--- src/design/ows_pkg.sv ---
package ows_pkg;

	// Input beat kinds
	typedef enum logic [1:0] {
		KIND_RESTART   = 2'd0,
		KIND_BUS_RESET = 2'd1,
		KIND_BIT_PAIR  = 2'd2
	} kind_t;

	// Result status codes
	typedef enum logic [2:0] {
		ST_BIT_CHOSEN   = 3'd0,
		ST_FOUND        = 3'd1,
		ST_CRC_ERROR    = 3'd2,
		ST_NO_RESPONSE  = 3'd3,
		ST_NO_PRESENCE  = 3'd4,
		ST_DONE         = 3'd5,
		ST_PASS_STARTED = 3'd6,
		ST_IGNORED      = 3'd7
	} status_t;

	localparam int unsigned ROM_BITS = 64;
	localparam int unsigned POS_W    = 7;

	localparam logic [7:0]       CRC_POLY     = 8'h8C;
	localparam logic [POS_W-1:0] END_POSITION = 7'd65;
	localparam logic [POS_W-1:0] CRC_BITS     = 7'd56;
	localparam logic [POS_W-1:0] LAST_BIT     = 7'd64;
	localparam logic [POS_W-1:0] FIRST_BIT    = 7'd1;

endpackage

--- src/design/ows_if.sv ---
// Request channel: one beat per restart, bus reset result or bit pair
interface ows_req_if;
	logic       valid;
	logic       ready;
	logic [1:0] kind;
	logic       presence;
	logic       id_bit;
	logic       complement_bit;

	modport source (output valid, kind, presence, id_bit, complement_bit, input ready);
	modport sink   (input valid, kind, presence, id_bit, complement_bit, output ready);
endinterface

// Response channel: one beat per request beat
interface ows_rsp_if;
	logic        valid;
	logic        ready;
	logic [2:0]  status;
	logic        write_bit;
	logic [63:0] rom_code;
	logic        last_device_found;

	modport source (output valid, status, write_bit, rom_code, last_device_found, input ready);
	modport sink   (input valid, status, write_bit, rom_code, last_device_found, output ready);
endinterface

--- src/design/onewire_rom_search.sv ---
// 1-Wire search-ROM engine.
// req carries one beat per event seen on the bus: restart of the enumeration,
// the result of a bus reset (presence bit), or the ID bit and its complement
// read in one search slot. For each req beat exactly one rsp beat is returned:
// a status code, the direction bit to write back (bit-pair beats only), the
// current 64-bit ROM image and the last-device flag.
// Latency: the rsp beat is valid in the cycle after the req beat is taken.
// Throughput: one beat per cycle while rsp.ready stays high. The whole state
// update for a beat is done in the accepting cycle between the state registers
// and the response register, so the next beat may follow straight away.
// Stall: the response register holds its beat while rsp.ready is low; req is
// still taken in a cycle where that beat leaves (rsp.ready high), otherwise
// req.ready drops until the receiver takes it.
// Reset (arst_n low): ROM image, discrepancy markers and CRC are cleared, the
// bit position goes to 1, no pass is active and no response is pending.
// After bit 64 of a pass the response reports found or CRC error; the CRC-8
// (reflected poly 0x8C) covers ROM bits 1..56 and is checked against bits
// 57..64.
module onewire_rom_search (
	input  logic          clk,
	input  logic          arst_n,
	ows_req_if.sink       req,
	ows_rsp_if.source     rsp
);

	localparam int unsigned PW = ows_pkg::POS_W;

	// Search state
	logic [63:0]    rom_q,      rom_d;
	logic [PW-1:0]  last_disc_q, last_disc_d;
	logic [PW-1:0]  last_zero_q, last_zero_d;
	logic [PW-1:0]  bit_pos_q,  bit_pos_d;
	logic           last_dev_q, last_dev_d;
	logic           pass_q,     pass_d;
	logic [7:0]     crc_q,      crc_d;

	// Response register
	logic           rsp_valid_q;
	ows_pkg::status_t status_q, status_d;
	logic           wbit_q,     wbit_d;
	logic [63:0]    rom_out_q;
	logic           last_dev_out_q;

	logic           accept;
	logic [5:0]     bit_idx;   // ROM bit n sits at index n-1
	logic           dir;
	logic           mix;

	assign req.ready = !rsp_valid_q || rsp.ready;
	assign accept    = req.valid && req.ready;
	assign bit_idx   = 6'(bit_pos_q - ows_pkg::FIRST_BIT);

	always_comb begin
		rom_d       = rom_q;
		last_disc_d = last_disc_q;
		last_zero_d = last_zero_q;
		bit_pos_d   = bit_pos_q;
		last_dev_d  = last_dev_q;
		pass_d      = pass_q;
		crc_d       = crc_q;
		status_d    = ows_pkg::ST_IGNORED;
		wbit_d      = 1'b0;
		dir         = 1'b0;
		mix         = 1'b0;

		case (req.kind)
			ows_pkg::KIND_RESTART: begin
				rom_d       = '0;
				last_disc_d = '0;
				last_zero_d = '0;
				bit_pos_d   = ows_pkg::FIRST_BIT;
				last_dev_d  = 1'b0;
				pass_d      = 1'b0;
				crc_d       = '0;
			end
			ows_pkg::KIND_BUS_RESET: begin
				if (last_dev_q) begin
					pass_d   = 1'b0;
					status_d = ows_pkg::ST_DONE;
				end else if (!req.presence) begin
					last_disc_d = '0;
					last_dev_d  = 1'b0;
					pass_d      = 1'b0;
					status_d    = ows_pkg::ST_NO_PRESENCE;
				end else begin
					pass_d      = 1'b1;
					bit_pos_d   = ows_pkg::FIRST_BIT;
					last_zero_d = '0;
					crc_d       = '0;
					status_d    = ows_pkg::ST_PASS_STARTED;
				end
			end
			ows_pkg::KIND_BIT_PAIR: begin
				if (pass_q && bit_pos_q >= ows_pkg::FIRST_BIT
						&& bit_pos_q < ows_pkg::END_POSITION) begin
					if (req.id_bit && req.complement_bit) begin
						// nobody answered the slot
						pass_d   = 1'b0;
						status_d = ows_pkg::ST_NO_RESPONSE;
					end else begin
						if (req.id_bit != req.complement_bit) begin
							dir = req.id_bit;
						end else begin
							// discrepancy: follow last path, take 1 at the old marker
							if (bit_pos_q < last_disc_q)
								dir = rom_q[bit_idx];
							else
								dir = (bit_pos_q == last_disc_q);
							if (!dir)
								last_zero_d = bit_pos_q;
						end
						rom_d[bit_idx] = dir;
						if (bit_pos_q <= ows_pkg::CRC_BITS) begin
							mix   = crc_q[0] ^ dir;
							crc_d = (crc_q >> 1) ^ (mix ? ows_pkg::CRC_POLY : 8'h00);
						end
						bit_pos_d = bit_pos_q + ows_pkg::FIRST_BIT;
						wbit_d    = dir;
						status_d  = ows_pkg::ST_BIT_CHOSEN;
						if (bit_pos_q == ows_pkg::LAST_BIT) begin
							last_disc_d = last_zero_d;
							if (last_zero_d == '0)
								last_dev_d = 1'b1;
							pass_d   = 1'b0;
							status_d = (crc_d == rom_d[63:56]) ? ows_pkg::ST_FOUND
											   : ows_pkg::ST_CRC_ERROR;
						end
					end
				end
			end
			default: begin
				status_d = ows_pkg::ST_IGNORED;
			end
		endcase
	end

	always_ff @(posedge clk or negedge arst_n) begin
		if (!arst_n) begin
			rom_q       <= '0;
			last_disc_q <= '0;
			last_zero_q <= '0;
			bit_pos_q   <= ows_pkg::FIRST_BIT;
			last_dev_q  <= 1'b0;
			pass_q      <= 1'b0;
			crc_q       <= '0;
		end else if (accept) begin
			rom_q       <= rom_d;
			last_disc_q <= last_disc_d;
			last_zero_q <= last_zero_d;
			bit_pos_q   <= bit_pos_d;
			last_dev_q  <= last_dev_d;
			pass_q      <= pass_d;
			crc_q       <= crc_d;
		end
	end

	always_ff @(posedge clk or negedge arst_n) begin
		if (!arst_n) begin
			rsp_valid_q <= 1'b0;
		end else if (accept) begin
			rsp_valid_q <= 1'b1;
		end else if (rsp.ready) begin
			rsp_valid_q <= 1'b0;
		end
	end

	// payload needs no reset
	always_ff @(posedge clk) begin
		if (accept) begin
			status_q       <= status_d;
			wbit_q         <= wbit_d;
			rom_out_q      <= rom_d;
			last_dev_out_q <= last_dev_d;
		end
	end

	assign rsp.valid             = rsp_valid_q;
	assign rsp.status            = status_q;
	assign rsp.write_bit         = wbit_q;
	assign rsp.rom_code          = rom_out_q;
	assign rsp.last_device_found = last_dev_out_q;

	// A beat taken always leaves a response waiting in the next cycle
	a_rsp_follows: assert property (@(posedge clk) disable iff (!arst_n)
		accept |=> rsp_valid_q)
		else $error("response missing after accepted beat");

	// During a pass the bit position stays within the ROM
	a_pos_range: assert property (@(posedge clk) disable iff (!arst_n)
		pass_q |-> (bit_pos_q >= ows_pkg::FIRST_BIT && bit_pos_q <= ows_pkg::LAST_BIT))
		else $error("bit position out of range during pass");

	// The last-device flag only rises at the end of a completed pass
	a_last_dev: assert property (@(posedge clk) disable iff (!arst_n)
		$rose(last_dev_q) |-> (bit_pos_q == ows_pkg::END_POSITION && !pass_q))
		else $error("last device flagged outside pass end");

	// A chosen bit advances the position by one
	a_pos_step: assert property (@(posedge clk) disable iff (!arst_n)
		(accept && status_d == ows_pkg::ST_BIT_CHOSEN)
			|=> bit_pos_q == $past(bit_pos_q) + ows_pkg::FIRST_BIT)
		else $error("bit position did not advance");

endmodule
--- src/flat_wrapper.sv ---
// flat-port wrapper written by rule: the top's interface ports become plain ports
module onewire_rom_search_flat 
  (clk, arst_n, req_valid, req_kind, req_presence, req_id_bit, req_complement_bit, req_ready, rsp_valid, rsp_status, rsp_write_bit, rsp_rom_code, rsp_last_device_found, rsp_ready);
  ows_req_if req_i ();
  ows_rsp_if rsp_i ();
  input  logic clk;
  input  logic arst_n;
  input wire logic [$bits(req_i.valid)-1:0] req_valid;
  input wire logic [$bits(req_i.kind)-1:0] req_kind;
  input wire logic [$bits(req_i.presence)-1:0] req_presence;
  input wire logic [$bits(req_i.id_bit)-1:0] req_id_bit;
  input wire logic [$bits(req_i.complement_bit)-1:0] req_complement_bit;
  output wire logic [$bits(req_i.ready)-1:0] req_ready;
  output wire logic [$bits(rsp_i.valid)-1:0] rsp_valid;
  output wire logic [$bits(rsp_i.status)-1:0] rsp_status;
  output wire logic [$bits(rsp_i.write_bit)-1:0] rsp_write_bit;
  output wire logic [$bits(rsp_i.rom_code)-1:0] rsp_rom_code;
  output wire logic [$bits(rsp_i.last_device_found)-1:0] rsp_last_device_found;
  input wire logic [$bits(rsp_i.ready)-1:0] rsp_ready;
  assign req_i.valid = req_valid;
  assign req_i.kind = req_kind;
  assign req_i.presence = req_presence;
  assign req_i.id_bit = req_id_bit;
  assign req_i.complement_bit = req_complement_bit;
  assign req_ready = req_i.ready;
  assign rsp_valid = rsp_i.valid;
  assign rsp_status = rsp_i.status;
  assign rsp_write_bit = rsp_i.write_bit;
  assign rsp_rom_code = rsp_i.rom_code;
  assign rsp_last_device_found = rsp_i.last_device_found;
  assign rsp_i.ready = rsp_ready;
  onewire_rom_search u_core (.clk(clk), .arst_n(arst_n), .req(req_i), .rsp(rsp_i));
endmodule
--- config.mk ---
export PLATFORM = sky130hd
export DESIGN_NAME = onewire_rom_search_flat
export DESIGN_NICKNAME = d
export VERILOG_FILES = /design/src/design/ows_pkg.sv /design/src/design/ows_if.sv /design/src/design/onewire_rom_search.sv /design/src/flat_wrapper.sv
export SDC_FILE = /design/constraint.sdc
export NUM_CORES = 1
export LEC_CHECK = 0
export ABC_AREA = 1
export ABC_CLOCK_PERIOD_IN_PS = 11000
export BUFFER_PORTS_ARGS = -buffer_cell sky130_fd_sc_hd__buf_4
export CAP_MARGIN = 20
export CORE_ASPECT_RATIO = 1.25
export CORE_MARGIN = 2
export CORE_UTILIZATION = 30
export CTS_BUF_LIST = sky130_fd_sc_hd__clkbuf_8
export CTS_CLUSTER_SIZE = 8
export DETAILED_ROUTE_END_ITERATION = 10
export SLEW_MARGIN = 20
export SYNTH_ARGS = -nofsm -noshare
export SYNTH_HDL_FRONTEND = slang
export SYNTH_SLANG_ARGS = --single-unit
export TNS_END_PERCENT = 30
--- constraint.sdc ---
create_clock -name clk -period 11 [get_ports clk]
set_input_delay 2.75 -clock clk [delete_from_list [all_inputs] [get_ports clk]]
set_output_delay 2.75 -clock clk [all_outputs]
set_load 0.005 [all_outputs]
Word-level counts from Yosys, hierarchy flattened:

Index checks and enable logic that the tools add are counted.

* muxes and demuxes: 69
* equal/unequal tests: 13
* add/sub/neg operators: 2
* bitwise operators: 4
* reductions and logical operators: 15
* order comparisons: 6

Operators by type and width (number)
* 64-bit two-way mux: 2
* 64-bit one-hot mux with 2 select lines: 1
* 7-bit two-way mux: 18
* 8-bit two-way mux: 9
* 64-bit bitwise mux: 1
* 7-bit one-hot mux with 3 select lines: 3
* 8-bit one-hot mux with 3 select lines: 1
* 1-bit two-way mux: 23
* 3-bit two-way mux: 4
* 8-bit equality test: 1
* 2-bit != test (second input constant): 4
* 7-bit by 8-bit bitwise XOR with 8-bit output: 1
* 7-bit by 1-bit adder with 7-bit output (second input constant): 1
* 7-bit equality test: 1
* 7-bit equality test (second input constant): 1
* 7-bit by 1-bit >= comparator with 1-bit output (second input constant): 1
* 7-bit by 6-bit less-or-equal comparator with 1-bit output (second input constant): 1
* 7-bit logical NOT: 1
* 6-bit by 7-bit < comparator with 1-bit output (second input constant): 1
* 7-bit < comparator: 1
* 7-bit < comparator (second input constant): 1
* 7-bit AND reduction: 1
* 1-bit binary-select mux with 6-bit select: 1
* 1-bit demux with 6-bit select: 1
* 21 further kinds: 29

* output and inout port bits: 71
* bits in registers: 165
* word-level logic and storage cells: 121
* bits of input ports: 9

Logic depth before layout (Yosys ltp):

Gate-level depths: netlist of the first run.

* depth in word-level cells: 25
* gate-level depth with buffers: 26
* depth with buffers taken out: 23

Worst setup path after synthesis of the first run:

No wires, ideal clock.

* path kind: input to register
* from: in rsp_ready
* to: reg u_core.last_dev_out_q, in the netlist u_core.rsp.last_device_found (enable)
* data required time: 10541 ps
* setup slack: 5030 ps
* stages: 6
* path buffers: 2
* arrival: 5512 ps
* setup time: 459 ps
* cells stage by stage: inv_1 nand2_1 nand2_1 inv_2 buf_1 clkbuf_1

* cells in the longest elaborated chain, start to end: 2

Ends and longest elaborated chain
* start: declaration: RTL line flat_wrapper.sv:19 `input wire logic [$bits(rsp_i.ready)-1:0] rsp_ready;`
* 1-bit logical OR: RTL line onewire_rom_search.sv:49 `assign req.ready = !rsp_valid_q || rsp.ready;`
* via req_ready: RTL line flat_wrapper.sv:13 `output wire logic [$bits(req_i.ready)-1:0] req_ready;`
* 1-bit logical AND: RTL line onewire_rom_search.sv:50 `assign accept = req.valid && req.ready;`
* via u_core.accept: RTL line onewire_rom_search.sv:44 `logic accept;`
* end signal: assignment: RTL line onewire_rom_search.sv:173 `last_dev_out_q <= last_dev_d;`
* end: declaration: RTL line onewire_rom_search.sv:42 `logic last_dev_out_q;`

The timed path passes the listed nets, and every way through them passes these cells.
A chain may end at the register's enable or synchronous reset.

Worst setup path after layout of the first run:

* from: in rsp_ready
* to: out req_ready

* cells in the longest elaborated chain, start to end: 1

Ends and longest elaborated chain (RTL line)
* 1-bit logical OR: onewire_rom_search.sv:49
* end: declaration: flat_wrapper.sv:13

No other way between the ends.

==> results of run 1 <==
[worst paths after layout]
check,to,cells after the start,startpoint,slack [ns]
setup / recovery,req_ready,4,rsp_ready,5.15
hold / removal,u_core.last_zero_q[4],2,u_core.last_zero_q[4],0.50
setup reg to reg,u_core.rsp.status[1],23,u_core.bit_pos_q[0],6.01
hold reg to reg,u_core.last_zero_q[4],2,u_core.last_zero_q[4],0.50
max in group asynchronous,u_core.rom_q[17],2,arst_n,7.53
min in group asynchronous,u_core.rom_q[56],1,arst_n,2.29
[logic make-up after synthesis]
kind of cell	after synthesis	share of synthesized area
flops	165	0.477
compound gates	269	0.158
fa+ha+maj	16	0.0213
simple gates	512	0.241
buf+inv	216	0.0999
xor+xnor	2	0.00267
[critical path: cells and delay by family]
kind / cells / cell delay, ns
buf+inv: 3 / 0.29
simple gates: 1 / 0.07
[cells in the final DEF (no fill, tap or decap), drive strengths merged, types with 2 or more instances in the layout]
| master | synthesis | final |
|---|---|---|
| a21oi | 13 | 13 |
| a31oi | 2 | 2 |
| buf | 38 | 86 |
| bufinv | 0 | 3 |
| clkbuf | 17 | 18 |
| clkinv | 2 | 8 |
| clkinvlp | 0 | 2 |
| dfrtp | 95 | 95 |
| edfxtp | 69 | 69 |
| ha | 16 | 16 |
| inv | 159 | 162 |
| nand2 | 293 | 293 |
| nand3 | 124 | 124 |
| nand4 | 10 | 10 |
| nor2 | 62 | 62 |
| nor3 | 19 | 19 |
| o21a | 4 | 4 |
| o21ai | 208 | 208 |
| o22ai | 35 | 35 |
| o31ai | 2 | 2 |
| or2 | 3 | 3 |
| xor2 | 2 | 2 |
[cell usage after synthesis (all sizes together), types with 13 or more instances]
library cell / n
clkbuf: 17
inv: 159
nand2: 293
nand3: 124
ha: 16
o22ai: 35
o21ai: 208
nor2: 62
buf: 38
edfxtp: 69
dfrtp: 95
a21oi: 13
nor3: 19
[report_power, final]
| group | switching (mW) | internal, mW | leakage (nW) | total, mW |
|---|---|---|---|---|
| registers | 0.0483 | 0.765 | 1.96 | 0.813 |
| logic | 0.930 | 0.359 | 2.36 | 1.29 |
| clock network | 0.238 | 0.229 | 0.209 | 0.467 |
[layout make-up]
class                           instances  area [sq um]
Timing Repair Buffer                   86           658
Tap cell                              407           509
Fill cell                            3235         20300
Inverter                              161           614
Clock buffer                           18           248
Clock inverter                         14           161
Sequential cell                       165          4480
Multi-Input combinational cell        799          3970
[metal layers]
layer | vias up | wire length [um] | global-route usage
met5 | - | 0 | 0
met4 | 0 | 898 | 0.0765
met3 | 60 | 1340 | 0.0291
met2 | 250 | 12900 | 0.265
met1 | 3888 | 10900 | 0.202
li1 | 4029 | - | -
[through the flow]
stage                      util  setup slack (ns)
final                     0.344              5.15
after CTS                 0.344              5.14
after global placement    0.330              5.13
after global routing      0.344              5.10
after floorplan               -              5.03
after detailed placement  0.330              5.15
[sequential cells by signal, summed over array words and instances, names as in the netlist]
register and cells:
u_core.crc_q 8, u_core.rom_q 64, u_core.last_disc_q 7, u_core.bit_pos_q 7, u_core.last_dev_q 1, u_core.rsp.valid 1, u_core.rsp.last_device_found 1, u_core.last_zero_q 7
u_core.rsp.status 3, u_core.rsp.rom_code 64, u_core.pass_q 1, u_core.rsp.write_bit 1
==> impl_metrics.yaml, run 1 <==
status:
  outcome: "finished clean"
die:
  initial_core_util: 0.304
  die_x_um: 162
  die_h_um: 202
  io_pins: 80
  row_count: 72
  die_area_sq_um: 32700
  core_area_sq_um: 30900
clock_tree:
  clock-sinks: 165
  ctsResizeCount: 0
  tritoncts: "yes"
  htreeDepth: 4
  post-cts-setup-buffers: 0
  clkLatencyLatePin_ns: 0.49
  clock_path_buffers: 2
  cts-buffers-inserted: 17
  clockRootBuffer: "clkbuf_8"
  cts.clk_slew.worst_paths_ns: 0.09
  ctsHoldBuffers: 0
setup_path:
  cpMostUsedCell: "buf_4"
  critPathRequiredTime_ns: 8.25
  slowest_stage: "buf_4"
  slowest_delay_ns: 0.14
  start_kind: "input pin"
  arrival_ns: 3.10
  path_cells: "buf_4 > inv_1 > nand2_1 > buf_4"
  endpoint_kind: "output pin"
  path_class: "input pin to output pin"
  crit_fanout: 3
timing:
  fin_crit_sh: 0.532
  rsz0062_at_grt: "no"
  slew-limit-headroom: 0.315
  hold_viol_final: 0
  finalClockSkew_ns: 0.0187
  finalSetupViolCount: 0
  tns_ns: 0
  final-max-slew-violation-count: 0
  tightest_slew_ns: 1.03
  fmax_ghz: 0.171
  min_period_ns: 5.85
  holdWs_ns: 0.499
power:
  power.total_mw: 2.57
  p_per_area_nw_per_um2: 242
  p_leak_nw: 4.52
  ir_drop_mv: 0.0996
min_path:
  worstHoldPathType: "register to register"
synth:
  yosysUniqueCellTypes: 47
  netlist_area_sq_um: 9380
  yosysTopAreaCell: "dfrtp_1"
  yosys_most_used_dff: "dfrtp_1"
  synthTopCellsByArea: "dfrtp_1 25%, edfxtp_1 22%, nand2_1 11%"
  ys_async_sr_fraction: 0.582
  ys_warn_count: 0
  syn_area_per_cell_sq_um: 7.95
  syn_inst: 1180
  syn_nets: 1205
  ys_ff_latch: 165
  synth_edf_count: 69
  ys_seq_area_frac: 0.477
  synth_top_cell_area_share: 0.253
route:
  ant_nets: 0
  wirelength_um: 26000
  drt_iter0_markers: 757
  post-route-drc-count: 0
  first_pass_iters: 5
  via_per_inst: 4.99
  via_count: 8227
  avgRoutedWirePerCell_um: 15.7
placement:
  placed_cell_area_sq_um: 10200
  gp_congestion: 0.856
  io_buffers: 79
  dp_cells: 1617
  hpwl_um: 17500
run:
  max-cap-violations: 0
global_routing:
  grt_pass1_wl_um: 41100
  grt_pass1_vias: 7579
  grt_max_degree: 110
  antenna_found_initial: 0
  gr-total-overflow: 0
  track_usage: 0.160
finish:
  num-nets-final: 1255
  final_area_sq_um: 10600
  final_cells: 1650
  diodes: 0
  drive_above_1_share: 0.145
  area_growth_pct: 13.4
(Power assumes the default switching activity.)
==> run 2: changes to the inputs <==
Settings changed: ABC_CLOCK_PERIOD_IN_PS 11000 to 5950.
Clock period 11 ns to 5.95 ns, I/O delays scaled along.
==> impl_metrics.yaml, run 2 (synthesized netlist as in run 1, its figures left out) <==
die:
  die_h_um: 202
  die_area_sq_um: 32700
  row_count: 72
  die_x_um: 162
  initial_core_util: 0.304
  core_area_sq_um: 30900
  io_pins: 80
setup_path:
  crit_fanout: 50
  arrival_ns: 4.43
  slowest_delay_ns: 0.74
  path_cells: "inv_2 > ha_1 > inv_2 > nand2_1 > nand2_1 > nand2_1 > nand3_1 > nand3_1 > nand3_1 > nand3_1 > nand2_2 > nand2_4 > nand2_4 > nand2_2 > nand3_2 > nand2_1 > nand2_1 > nand2_1 > nand2_1 > nor2_1 > nand2_1 > nand2_1 > nand2_1"
  cpMostUsedCell: "nand2_1"
  endpoint_kind: "register"
  slowest_stage: "ha_1"
  critPathRequiredTime_ns: 6.18
  start_kind: "register"
  path_class: "register to register"
route:
  first_pass_iters: 5
  post-route-drc-count: 0
  via_per_inst: 5.02
  via_count: 8295
  avgRoutedWirePerCell_um: 16.5
  wirelength_um: 27200
  ant_nets: 0
  drt_iter0_markers: 770
timing:
  rsz0062_at_grt: "no"
  tightest_slew_ns: 0.946
  min_period_ns: 4.20
  fin_crit_sh: 0.706
  final-max-slew-violation-count: 0
  tns_ns: 0
  finalClockSkew_ns: 0.0202
  holdWs_ns: 0.504
  finalSetupViolCount: 0
  hold_viol_final: 0
  fmax_ghz: 0.238
  slew-limit-headroom: 0.369
  setup_ws_ns: 1.75
clock_tree:
  cts.clk_slew.worst_paths_ns: 0.09
  tritoncts: "yes"
  ctsResizeCount: 0
  htreeDepth: 4
  clkLatencyLatePin_ns: 0.48
  clock-sinks: 165
  ctsHoldBuffers: 0
  cts-buffers-inserted: 17
  clock_path_buffers: 2
  post-cts-setup-buffers: 0
  clockRootBuffer: "clkbuf_8"
global_routing:
  gr-total-overflow: 0
  grt_pass1_vias: 8089
  grt_pass1_wl_um: 43000
  grt_most_used_layer: "met2"
  grt_use_met1: 0.199
  grt_max_degree: 131
  antenna_found_initial: 0
  track_usage: 0.169
  grt_use_met2: 0.280
  grtUsageMet3: 0.0305
placement:
  pre_cts_ws_ns: 1.80
  placed_cell_area_sq_um: 10200
  hpwl_um: 19300
  gp_congestion: 0.926
  io_buffers: 79
min_path:
  worstHoldPathType: "register to register"
finish:
  area_growth_pct: 13.5
  finish.utilization: 0.345
  multi_input_area_sq_um: 3970
  drive_above_1_share: 0.144
  fill_cells: 3259
  final_cell_mix: "283 x nand2_1, 138 x inv_1, 121 x nand3_1, 121 x o21ai_0, 95 x dfrtp_1"
  final_area_sq_um: 10600
  diodes: 0
  num-nets-final: 1258
  ff_latch_area_sq_um: 4480
  mostFrequentLayoutCell: "nand2_1"
power:
  comb_power_share: 0.496
  p_int_mw: 2.53
  p_leak_nw: 4.55
  ir_drop_mv: 0.251
  p_sw_mw: 2.19
  pwr-share-seq: 0.319
  clkPwrFrac: 0.185
  swShare: 0.464
  p_per_area_nw_per_um2: 443
status:
  outcome: "finished clean"
run:
  max-cap-violations: 0
[run 2: cell count changes in the layout (fill, tap and decap cells not counted)]
cell | previous run | this run
buf_4 | 85 | 89
inv_1 | 134 | 138
inv_6 | 3 | 1
buf_12 | 1 | 0
bufinv_16 | 3 | 4
clkbuf_8 | 18 | 17
clkinv_1 | 4 | 3
clkinvlp_4 | 2 | 1
[run 2: power groups by stage]
stage / clock network [mW] / registers (mW) / logic [mW]
2_1_floorplan: 0 / 1.51 / 1.81
3_3_place_gp: 0 / 1.53 / 2.28
3_5_place_dp: 0 / 1.53 / 2.31
4_1_cts: 0.901 / 1.51 / 2.32
5_1_grt: 0.940 / 1.53 / 2.59
6_report: 0.874 / 1.51 / 2.34
[run 2: path summary, 6_finish.rpt]
path / startpoint / endpoint / slack, ns / cells after the start
setup / recovery: u_core.bit_pos_q[0] / u_core.rsp.status[1] / 1.75 / 23
hold / removal: u_core.last_zero_q[4] / u_core.last_zero_q[4] / 0.50 / 2
setup reg to reg: u_core.bit_pos_q[0] / u_core.rsp.status[1] / 1.75 / 23
hold reg to reg: u_core.last_zero_q[4] / u_core.last_zero_q[4] / 0.50 / 2
max in group asynchronous: arst_n / u_core.rom_q[22] / 3.78 / 2
min in group asynchronous: arst_n / u_core.last_disc_q[5] / 1.07 / 1
[run 2: area by class of cell]
| class | instances | share of cell area |
|---|---|---|
| sequential | 165 | 0.420 |
| multi-input combinational | 799 | 0.373 |
| timing repair buffer | 89 | 0.0627 |
| inverter | 161 | 0.0577 |
| tap | 407 | 0.0478 |
| clock buffer | 17 | 0.0220 |
| clock inverter | 15 | 0.0167 |
[run 2: routing by layer]
metal | up-vias | routed length, um
met3 | 83 | 1510
li1 | 4034 | -
met5 | - | 0
met4 | 0 | 1560
met2 | 286 | 13300
met1 | 3892 | 10800
[run 2: through the flow]
| step | std cells | total power, mW |
|---|---|---|
| after floorplan | 1180 | 3.32 |
| final | 1653 | 4.72 |
| after CTS | 1653 | 4.73 |
| after global placement | 1621 | 3.81 |
| after detailed placement | 1621 | 3.84 |
| after global routing | 1653 | 5.06 |
[run 2: worst max-delay path, delay by kind of cell, from the launching register on]
family	cells	cell delay, ns
DFF	1	0.54
and+or+nand+nor	20	2.15
adders and majority gates	1	0.74
buffers and inverters	2	0.49
==> run 3: changes to the inputs <==
Settings changed: ABC_CLOCK_PERIOD_IN_PS 5950 to 3710.
Clock period 5.95 ns to 3.71 ns, I/O delays scaled along.
==> impl_metrics.yaml, run 3 (synthesized netlist as in run 1, its figures left out) <==
power:
  power.total_mw: 7.96
  ir_drop_mv: 0.363
  p_int_mw: 4.35
  p_per_area_nw_per_um2: 730
  pwr-share-seq: 0.303
  p_sw_mw: 3.61
  clkPwrFrac: 0.196
  comb_power_share: 0.501
  p_leak_nw: 4.67
  swShare: 0.454
route:
  wirelength_um: 27200
  avgRoutedWirePerCell_um: 16.3
  post-route-drc-count: 0
  via_count: 8206
  first_pass_iters: 5
  via_per_inst: 4.91
  ant_nets: 0
  drt_iter0_markers: 628
timing:
  tns_ns: 0
  slew-limit-headroom: 0.556
  tightest_slew_ns: 0.666
  setup_ws_ns: 0.306
  fmax_ghz: 0.294
  finalClockSkew_ns: 0.0171
  finalSetupViolCount: 0
  fin_crit_sh: 0.918
  hold_viol_final: 0
  rsz0062_at_grt: "no"
  min_period_ns: 3.40
  final-max-slew-violation-count: 0
clock_tree:
  post-cts-setup-buffers: 0
  clock-sinks: 165
  clkLatencyLatePin_ns: 0.48
  ctsResizeCount: 0
  clock_path_buffers: 2
  clockRootBuffer: "clkbuf_8"
  ctsHoldBuffers: 0
  htreeDepth: 4
  tritoncts: "yes"
  cts.clk_slew.worst_paths_ns: 0.10
  cts-buffers-inserted: 17
global_routing:
  grt_max_degree: 71
  gr-total-overflow: 0
  grt_pass1_wl_um: 42900
  grt_pass1_vias: 7680
  antenna_found_initial: 0
  track_usage: 0.167
die:
  row_count: 72
  core_area_sq_um: 30900
  io_pins: 80
  die_x_um: 162
  die_area_sq_um: 32700
  die_h_um: 202
  initial_core_util: 0.304
setup_path:
  arrival_ns: 3.59
  path_cells: "inv_2 > ha_1 > inv_2 > nand2_1 > nand2_1 > nand2_1 > nand3_1 > nand3_1 > nand3_1 > nand3_1 > nand2_2 > nand2_4 > nand2_4 > buf_12 > inv_2 > o21ai_0 > o21ai_1"
  startpoint: "u_core.bit_pos_q[0]"
  path_class: "register to register"
  slowest_stage: "dfstp_2"
  r2r_start: "u_core.bit_pos_q[0]"
  critPathRequiredTime_ns: 3.90
  cpMostUsedCell: "nand3_1"
  crit_buf_inv: 4
  slowest_delay_ns: 0.57
  cp_top_family: "simple AND/OR/NAND/NOR gates"
  crit_fanout: 43
  endpoint_kind: "register"
  start_kind: "register"
status:
  outcome: "finished clean"
placement:
  io_buffers: 79
  pre_cts_ws_ns: 0.329
  hpwl_um: 19100
  dp_cells: 1638
  gp_congestion: 0.953
finish:
  fill_cells: 3228
  finish.utilization: 0.353
  final_cell_mix: "283 x nand2_1, 135 x inv_1, 121 x nand3_1, 121 x o21ai_0, 101 x buf_4"
  drive_above_1_share: 0.158
  multi_input_area_sq_um: 3970
  num-nets-final: 1275
  final_cells: 1670
  mostFrequentLayoutCell: "nand2_1"
  diodes: 0
  ff_latch_area_sq_um: 4480
  area_growth_pct: 16.2
run:
  max-cap-violations: 0
min_path:
  worstHoldPathType: "input pin to asynchronous set/reset pin"
==> run 3: changes by cell type in the layout (fill, tap and decap cells not counted), sizes merged <==
cell    before  now
bufinv       4    6
buf         89  106
inv        164  162
==> run 3: worst reg2reg max path, cell delays in order (launching register included) <==
cell and delay (ns):
dfstp_2 0.57, inv_2 0.13, ha_1 0.35, inv_2 0.35, nand2_1 0.15, nand2_1 0.11, nand2_1 0.06, nand3_1 0.09
nand3_1 0.07, nand3_1 0.08, nand3_1 0.08, nand2_2 0.09, nand2_4 0.10, nand2_4 0.13, buf_12 0.22, inv_2 0.19
o21ai_0 0.20, o21ai_1 0.17
==> run 3: final timing paths <==
kind / end / slack (ns) / cells after the start
max: u_core.rsp.rom_code[51] / 0.31 / 17
min: u_core.last_disc_q[3] / 0.49 / 1
max reg2reg: u_core.rsp.rom_code[51] / 0.31 / 17
min reg2reg: u_core.rom_q[34] / 0.50 / 2
max in group asynchronous: u_core.bit_pos_q[0] / 2.32 / 2
min in group clk: u_core.rom_q[34] / 0.50 / 2
==> run 3: layer usage <==
metal / track usage / part of all wire / wire, um
met1: 0.211 / 0.43 / 11600
met2: 0.282 / 0.50 / 13600
met3: 0.0278 / 0.039 / 1070
met4: 0.0730 / 0.034 / 921
met5: 0 / 0 / 0
==> run 3: per-stage QoR <==
stage | area [sq um] | hold slack [ns]
floorplan | 9380 | 0.453
global placement | 10400 | 0.471
detailed placement | 10400 | 0.478
CTS | 10900 | 0.471
global route | 10900 | 0.490
finish | 10900 | 0.489
==> run 3: final cells by class <==
type | count | share of cell area
Multi-Input combinational cell | 799 | 0.364
Clock buffer | 17 | 0.0215
Inverter | 161 | 0.0564
Sequential cell | 165 | 0.411
Tap cell | 407 | 0.0467
Clock inverter | 15 | 0.0218
Timing Repair Buffer | 106 | 0.0788
==> run 3: power groups by stage <==
stage	Clock (mW)	Sequential, mW	Combinational [mW]
2_1_floorplan	0	2.42	2.90
3_3_place_gp	0	2.45	3.91
3_5_place_dp	0	2.46	3.94
4_1_cts	1.61	2.42	3.96
5_1_grt	1.67	2.46	4.42
6_report	1.56	2.42	3.99
